### config.mk
export PLATFORM = sky130hd
export DESIGN_NAME = utf16_to_utf8_transcoder_core
export DESIGN_NICKNAME = d
export VERILOG_FILES = /design/src/hdl/utt_pkg.sv /design/src/hdl/utt_front.sv /design/src/hdl/utt_queue.sv /design/src/hdl/utt_back.sv /design/src/hdl/utf16_to_utf8_transcoder_core.sv
export SDC_FILE = /design/constraint.sdc
export NUM_CORES = 1
export LEC_CHECK = 0
export BUFFER_PORTS_ARGS = -buffer_cell sky130_fd_sc_hd__buf_2
export CAP_MARGIN = 20
export CORE_MARGIN = 2
export CORE_UTILIZATION = 63
export DETAILED_ROUTE_END_ITERATION = 8
export PLACE_DENSITY = 0.85
export SETUP_SLACK_MARGIN = 0.4
export SLEW_MARGIN = 15
export SYNTH_ARGS = -nofsm -noshare
export SYNTH_HDL_FRONTEND = slang
export SYNTH_SLANG_ARGS = --single-unit
### constraint.sdc
create_clock -name clk -period 7.98 [get_ports clk]
set_input_delay 1.596 -clock clk [delete_from_list [all_inputs] [get_ports clk]]
set_output_delay 1.596 -clock clk [all_outputs]
set_load 0.02 [all_outputs]
### src/hdl/utt_pkg.sv
// Shared types and constants of the UTF-16 to UTF-8 transcoder.
`default_nettype none
package utt_pkg;

  // Status codes reported on the end-of-stream result
  typedef enum logic [2:0] {
    ST_OK       = 3'd0,
    ST_ODD      = 3'd1,
    ST_MISSING  = 3'd2,
    ST_BAD_LOW  = 3'd3,
    ST_LONE_LOW = 3'd4
  } status_t;

  // Result kinds
  typedef enum logic {
    KIND_DATA   = 1'b0,
    KIND_STATUS = 1'b1
  } kind_t;

  // Queue between front and back
  localparam int QDEPTH = 4;
  localparam int QAW    = $clog2(QDEPTH);

  // Register map
  localparam logic REG_LITTLE_ENDIAN = 1'b0;

  // Surrogate prefixes (top six bits of a unit)
  localparam logic [5:0] HIGH_SURR_TAG = 6'b110110;
  localparam logic [5:0] LOW_SURR_TAG  = 6'b110111;
  localparam logic [20:0] SUPP_BASE    = 21'h10000;

  // One queued job: up to four encoded bytes and an optional status
  typedef struct packed {
    logic [3:0][7:0] bytes;
    logic [2:0]      nbytes;
    logic            has_status;
    status_t         status;
    logic            zero_stop;
  } job_t;

endpackage
`default_nettype wire

### src/hdl/utt_front.sv
// Front end: pairs bytes into units, tracks surrogates and encodes code points.
`default_nettype none
module utt_front (
  input  wire logic          clk,
  input  wire logic          rst,
  input  wire logic          little_endian,
  input  wire logic          in_valid,
  output logic               in_ready,
  input  wire logic [7:0]    in_byte,
  input  wire logic          byte_present,
  input  wire logic          end_of_stream,
  input  wire logic          q_full,
  output logic               push,
  output utt_pkg::job_t      push_job
);
  import utt_pkg::*;

  logic [7:0] held_byte, held_byte_next;
  logic       byte_phase, byte_phase_next;
  logic [9:0] high_part, high_part_next;
  logic       surrogate_pending, surrogate_pending_next;
  logic       zero_seen, zero_seen_next;
  status_t    error_code, error_code_next;

  logic [15:0] unit;
  logic [20:0] cp;
  logic        emit;
  logic        accept;
  job_t        job;

  assign in_ready = !q_full;
  assign accept   = in_valid && in_ready;

  // Decode one item against the stream state
  always_comb begin
    held_byte_next         = held_byte;
    byte_phase_next        = byte_phase;
    high_part_next         = high_part;
    surrogate_pending_next = surrogate_pending;
    zero_seen_next         = zero_seen;
    error_code_next        = error_code;
    unit = little_endian ? {in_byte, held_byte} : {held_byte, in_byte};
    cp   = '0;
    emit = 1'b0;
    job  = '0;

    if (byte_present) begin
      if (!byte_phase) begin
        held_byte_next  = in_byte;
        byte_phase_next = 1'b1;
      end else begin
        byte_phase_next = 1'b0;
        if (error_code == ST_OK && !zero_seen) begin
          if (surrogate_pending) begin
            surrogate_pending_next = 1'b0;
            high_part_next         = '0;
            if (unit[15:10] == LOW_SURR_TAG) begin
              cp   = SUPP_BASE + 21'({high_part, unit[9:0]});
              emit = 1'b1;
            end else begin
              error_code_next = ST_BAD_LOW;
            end
          end else if (unit == 16'd0) begin
            zero_seen_next = 1'b1;
          end else if (unit[15:10] == HIGH_SURR_TAG) begin
            surrogate_pending_next = 1'b1;
            high_part_next         = unit[9:0];
          end else if (unit[15:10] == LOW_SURR_TAG) begin
            error_code_next = ST_LONE_LOW;
          end else begin
            cp   = 21'(unit);
            emit = 1'b1;
          end
        end
      end
    end

    // Encode the code point as UTF-8
    if (emit) begin
      if (cp[20:7] == '0) begin
        job.nbytes   = 3'd1;
        job.bytes[0] = {1'b0, cp[6:0]};
      end else if (cp[20:11] == '0) begin
        job.nbytes   = 3'd2;
        job.bytes[0] = {3'b110, cp[10:6]};
        job.bytes[1] = {2'b10, cp[5:0]};
      end else if (cp[20:16] == '0) begin
        job.nbytes   = 3'd3;
        job.bytes[0] = {4'b1110, cp[15:12]};
        job.bytes[1] = {2'b10, cp[11:6]};
        job.bytes[2] = {2'b10, cp[5:0]};
      end else begin
        job.nbytes   = 3'd4;
        job.bytes[0] = {5'b11110, cp[20:18]};
        job.bytes[1] = {2'b10, cp[17:12]};
        job.bytes[2] = {2'b10, cp[11:6]};
        job.bytes[3] = {2'b10, cp[5:0]};
      end
    end

    // Build the status and clear the stream at its end
    if (end_of_stream) begin
      job.has_status = 1'b1;
      if (byte_phase_next) begin
        job.status = ST_ODD;
      end else if (error_code_next != ST_OK) begin
        job.status = error_code_next;
      end else if (surrogate_pending_next) begin
        job.status = ST_MISSING;
      end else begin
        job.status    = ST_OK;
        job.zero_stop = zero_seen_next;
      end
      held_byte_next         = '0;
      byte_phase_next        = 1'b0;
      high_part_next         = '0;
      surrogate_pending_next = 1'b0;
      zero_seen_next         = 1'b0;
      error_code_next        = ST_OK;
    end
  end

  assign push     = accept && (emit || end_of_stream);
  assign push_job = job;

  // Update stream state on each accepted request
  always_ff @(posedge clk) begin
    if (rst) begin
      held_byte         <= '0;
      byte_phase        <= 1'b0;
      high_part         <= '0;
      surrogate_pending <= 1'b0;
      zero_seen         <= 1'b0;
      error_code        <= ST_OK;
    end else if (accept) begin
      held_byte         <= held_byte_next;
      byte_phase        <= byte_phase_next;
      high_part         <= high_part_next;
      surrogate_pending <= surrogate_pending_next;
      zero_seen         <= zero_seen_next;
      error_code        <= error_code_next;
    end
  end

endmodule
`default_nettype wire

### src/hdl/utt_queue.sv
// Short job queue between the front end and the output serializer.
`default_nettype none
module utt_queue (
  input  wire logic          clk,
  input  wire logic          rst,
  input  wire logic          push,
  input  wire utt_pkg::job_t push_job,
  output logic               full,
  input  wire logic          pop,
  output utt_pkg::job_t      head,
  output logic               empty
);
  import utt_pkg::*;

  job_t             mem [QDEPTH];
  logic [QAW-1:0]   wr_ptr, rd_ptr;
  logic [QAW:0]     count;

  assign full  = count == (QAW+1)'(QDEPTH);
  assign empty = count == '0;
  assign head  = mem[rd_ptr];

  // Store pushed jobs
  always_ff @(posedge clk) begin
    if (push) begin
      mem[wr_ptr] <= push_job;
    end
  end

  // Advance pointers and occupancy
  always_ff @(posedge clk) begin
    if (rst) begin
      wr_ptr <= '0;
      rd_ptr <= '0;
      count  <= '0;
    end else begin
      if (push) begin
        wr_ptr <= wr_ptr + 1'b1;
      end
      if (pop) begin
        rd_ptr <= rd_ptr + 1'b1;
      end
      if (push && !pop) begin
        count <= count + 1'b1;
      end else if (pop && !push) begin
        count <= count - 1'b1;
      end
    end
  end

endmodule
`default_nettype wire

### src/hdl/utt_back.sv
// Back end: walks each queued job; one result per cycle while out_ready is high.
`default_nettype none
module utt_back (
  input  wire logic          clk,
  input  wire logic          rst,
  input  wire utt_pkg::job_t head,
  input  wire logic          empty,
  output logic               pop,
  output logic               out_valid,
  input  wire logic          out_ready,
  output logic               result_kind,
  output logic [7:0]         utf8_byte,
  output logic [2:0]         status,
  output logic               stopped_at_zero,
  output logic               run_last
);
  import utt_pkg::*;

  logic [2:0] idx;
  logic [2:0] total;
  logic       last;
  logic       is_data;
  logic       load;

  assign total   = head.nbytes + {2'b00, head.has_status};
  assign last    = idx == (total - 3'd1);
  assign is_data = idx < head.nbytes;
  assign load    = !empty && (!out_valid || out_ready);
  assign pop     = load && last;

  // Step through the results of the head job
  always_ff @(posedge clk) begin
    if (rst) begin
      idx       <= '0;
      out_valid <= 1'b0;
    end else begin
      if (load) begin
        idx       <= last ? 3'd0 : idx + 3'd1;
        out_valid <= 1'b1;
      end else if (out_ready) begin
        out_valid <= 1'b0;
      end
    end
  end

  // Load the output register
  always_ff @(posedge clk) begin
    if (load) begin
      run_last <= last;
      if (is_data) begin
        result_kind     <= KIND_DATA;
        utf8_byte       <= head.bytes[idx[1:0]];
        status          <= ST_OK;
        stopped_at_zero <= 1'b0;
      end else begin
        result_kind     <= KIND_STATUS;
        utf8_byte       <= '0;
        status          <= head.status;
        stopped_at_zero <= head.zero_stop;
      end
    end
  end

endmodule
`default_nettype wire

### src/hdl/utf16_to_utf8_transcoder_core.sv
// Path: an accepted request's job is registered in the queue, and the back end then loads
// its first result into the output register. Throughput: the front takes a request every
// cycle while its job queue has room; the output register drains one result per cycle
// while out_ready is high; a request gives up to five results, and one with none no job.
// Reset: synchronous rst clears stream state, queue and output; little_endian goes to 1.
`default_nettype none
module utf16_to_utf8_transcoder_core (
  input  wire logic        clk,
  input  wire logic        rst,
  input  wire logic        psel,
  input  wire logic        penable,
  input  wire logic        pwrite,
  input  wire logic [2:0]  paddr,
  input  wire logic [31:0] pwdata,
  output logic [31:0]      prdata,
  output logic             pready,
  input  wire logic        in_valid,
  output logic             in_ready,
  input  wire logic [7:0]  in_byte,
  input  wire logic        byte_present,
  input  wire logic        end_of_stream,
  output logic             out_valid,
  input  wire logic        out_ready,
  output logic             result_kind,
  output logic [7:0]       utf8_byte,
  output logic [2:0]       status,
  output logic             stopped_at_zero,
  output logic             run_last
);
  import utt_pkg::*;

  logic little_endian;
  logic q_full, q_empty, push, pop;
  job_t push_job, head;

  // Register port
  assign pready = 1'b1;
  assign prdata = (paddr[2] == REG_LITTLE_ENDIAN) ? {31'd0, little_endian} : 32'd0;

  always_ff @(posedge clk) begin
    if (rst) begin
      little_endian <= 1'b1;
    end else if (psel && penable && pwrite && pready && paddr[2] == REG_LITTLE_ENDIAN) begin
      little_endian <= pwdata[0];
    end
  end

  utt_front u_front (
    .clk           (clk),
    .rst           (rst),
    .little_endian (little_endian),
    .in_valid      (in_valid),
    .in_ready      (in_ready),
    .in_byte       (in_byte),
    .byte_present  (byte_present),
    .end_of_stream (end_of_stream),
    .q_full        (q_full),
    .push          (push),
    .push_job      (push_job)
  );

  utt_queue u_queue (
    .clk      (clk),
    .rst      (rst),
    .push     (push),
    .push_job (push_job),
    .full     (q_full),
    .pop      (pop),
    .head     (head),
    .empty    (q_empty)
  );

  utt_back u_back (
    .clk             (clk),
    .rst             (rst),
    .head            (head),
    .empty           (q_empty),
    .pop             (pop),
    .out_valid       (out_valid),
    .out_ready       (out_ready),
    .result_kind     (result_kind),
    .utf8_byte       (utf8_byte),
    .status          (status),
    .stopped_at_zero (stopped_at_zero),
    .run_last        (run_last)
  );

endmodule
`default_nettype wire

==> flow_metrics.tcl <==
set metrics [dict create \
    status "completed" \
    period_minus_slack_ns 5.11 \
    cp.required_ns 8.10 \
    via_count 5421 \
    die_h_microns 123 \
    core_area_sq_mm 0.0138 \
    cts_hold_buf 0 \
    layoutNonFillerInstCount 860 \
    io_buffers 35 \
    ys_warn_count 0 \
    async_reset_ff_share_pct 0 \
    ir_worst_vdd_mv 0.143 \
    min_to "u_front.high_part[4]" \
    vias_per_cell 6.30 \
    end_kind "register" \
    synth_edf_count 154 \
    max_stage_delay_ns 0.85 \
    r2r-end "u_queue.mem[3][17]" \
    worstPathCellList "buf_2 > mux2_4 > a211oi_2 > nand3_1 > clkinv_1 > a31oi_1 > a221oi_1" \
    grt.overflow.total 0 \
    rr_worst_depth 7 \
    crit_path_top_delay_cell "nand3_1" \
    finalPower_mw 2.64 \
    setup_tns_ns 0 \
    wl_per_cell_microns 21.3 \
    setup_viol 0 \
    cp.arrival_ns 5.23 \
    area.growth.synth_to_final_pct 8.26 \
    crit_path_start_kind "input pin" \
    synth_cell_types 67 \
    die_x_microns 123 \
    firstDrtPassIters 5 \
    yosysSeqAreaShare_pct 60.5 \
    max_cap_violations 0 \
    grt_max_degree 36 \
    crit_type "input pin to register" \
    clk_latency_ns 0.43 \
    cts_root_buffer "clkbuf_16" \
    rrSetupSlack_ns 3.34 \
    hold_path.class "register to register" \
    nFillCells 885 \
    ys_ff_latch 192 \
    relSlewSlack_pct 32.7 \
    period_share_pct 64.0 \
    drive_above_1_share_pct 19.3 \
    grtUsageTotal_pct 26.2 \
    hold_depth 2 \
    pre_cts_ws_ns 2.57 \
    p_leak_nw 3.41 \
    syn_inst 638 \
    grt_pass1_vias 5203 \
    grt_antenna_before_repair 0 \
    finClkSkew_ns 0.00856 \
    drt-initial-drc-count 612 \
    cts_buffers 17 \
    remaining_drc_errors 0 \
    drt-total-wl_mm 18.3 \
    initial_core_util_pct 64.4 \
    synth_ff_type "edfxtp_1" \
    drv_slew 0 \
    cts_tree "yes" \
    die_area_sq_mm 0.0151 \
    h-tree-depth 4 \
    critPathMaxFanout 20 \
    avgSynthCellArea_sq_um 14.0 \
    gp_congestion 0.900 \
    clockBufferDepth 2 \
    dp.cells 827 \
    worstMarginPinSlew_ns 1.00 \
    hold_viol 0 \
    rsz0062_at_grt "no" \
    cts_sinks 192 \
    ant_nets 0 \
    cts_resized 0 \
    power_density_mw_per_mm2 274 \
    dp_hpwl_mm 11.8 \
    fmax_mhz 196 \
    grt_pass1_wl_mm 28.8 \
    cts.clk_slew.worst_paths_ns 0.06 \
    netlist_area_sq_mm 0.00890 \
    num_io_pins 101 \
    worstHoldStart "u_front.high_part[4]" \
    r2r_start "little_endian" \
    num_rows 43 \
    antenna_cells 0 \
    finalNetCount 731 \
    cts_setup_buffers 0 \
    timing.final.ws_setup_ns 2.87 \
]
sequential cells by signal (all words and copies together), names as in the netlist, named ones only:
name,flops
u_back.stopped_at_zero,1
u_front.surrogate_pending,1
u_back.result_kind,1
u_back.out_valid,1
u_front.high_part,10
u_back.utf8_byte,8
little_endian,1
u_back.status,3
u_queue.rd_ptr,2
u_back.run_last,1
u_front.error_code,3
u_front.held_byte,8
u_queue.mem,140
u_queue.wr_ptr,2
u_front.byte_phase,1
u_queue.count,3
u_back.idx,3
u_front.zero_seen,1
cells in the final DEF (no fill, tap or decap), types with 17 or more instances in the layout:
cell / Yosys / final
clkbuf_16: 0 / 17
nor2_1: 68 / 68
mux2i_1: 31 / 31
buf_2: 8 / 35
conb_1: 2 / 32
dfxtp_1: 38 / 37
a21oi_1: 26 / 26
mux4_2: 41 / 41
edfxtp_1: 154 / 154
inv_1: 17 / 17
nand2_1: 26 / 26
cells by family after synthesis:
logic type	count (synthesis)	share of synthesized area, %
AOI/OAI and AO/OA	84	6.28
xor gates and xnor gates	11	1.08
adders and majority gates	12	1.77
buffers and inverters	81	5.00
DFF	192	60.5
muxes	81	15.1
other	2	0.0843
and+or+nand+nor	175	10.2
metrics by stage:
step                hold slack (ns)  util, %  area [sq um]
global route                  0.528     69.7          9640
CTS                           0.503     69.6          9630
detailed placement            0.484     65.8          9090
finish                        0.505     69.7          9640
floorplan                     0.460        -          9020
global placement              0.449     65.8          9090
cells in the mapped netlist (all sizes together), types with 4 or more instances:
cell type / count / share of area, %
buf: 45 / 3.5
mux2i: 32 / 3.6
nor2: 68 / 2.9
dfxtp: 38 / 8.5
a221oi: 6 / 0.59
ha: 11 / 1.5
o21ai: 16 / 0.90
a211oi: 10 / 0.90
nor3: 6 / 0.46
and3: 5 / 0.35
nor3b: 9 / 0.76
or3: 4 / 0.28
inv: 17 / 0.72
a21oi: 26 / 1.5
mux2: 8 / 1.1
xor2: 4 / 0.39
nor2b: 8 / 0.56
and2: 7 / 0.49
nand2: 26 / 1.1
nor4: 11 / 1.0
edfxtp: 154 / 52
mux4: 41 / 10
nand3: 12 / 0.67
xnor2: 7 / 0.69
clkbuf: 18 / 0.76
critical path, delay by kind of cell:
family	cells	cell delay, ns
AOI/OAI and AO/OA	3	1.74
buffers and inverters	2	0.75
muxes	1	0.27
and+or+nand+nor	1	0.85
power by group:
part | switching, mW | internal [mW] | total [mW]
logic | 0.364 | 0.242 | 0.606
clock network | 0.346 | 0.424 | 0.770
registers | 0.0574 | 1.21 | 1.27
total | 0.767 | 1.88 | 2.64
per-layer routing:
metal | routed length [microns] | track usage (%) | part of all wire [%] | up-vias
met5 | 0 | 0 | 0 | -
met1 | 7250 | 35.5 | 40 | 2692
met4 | 427 | 10.8 | 2.3 | 0
met2 | 9350 | 42.5 | 51 | 267
li1 | - | - | - | 2420
met3 | 1280 | 4.70 | 7.0 | 42
worst max path at each step:
stage                       from                 end  slack, ns
floorplan           byte_present   u_queue.mem[0][0]       3.59
global placement      in_byte[5]  u_queue.mem[0][17]       2.72
detailed placement    in_byte[5]  u_queue.mem[1][17]       2.57
CTS                   in_byte[5]  u_queue.mem[3][17]       2.95
global route          in_byte[5]  u_queue.mem[3][17]       2.68
finish                in_byte[5]  u_queue.mem[3][17]       2.87
layout make-up:
| type | instances | area, sq um | area share (%) |
|---|---|---|---|
| Sequential cell | 192 | 5390 | 55.9 |
| Multi-Input combinational cell | 395 | 3190 | 33.1 |
| Clock buffer | 20 | 437 | 4.53 |
| Timing Repair Buffer | 43 | 243 | 2.52 |
| Tap cell | 180 | 225 | 2.34 |
| Clock inverter | 12 | 95.1 | 0.986 |
| Inverter | 18 | 67.6 | 0.701 |
Note: power is estimated with default switching activity, not from simulation.
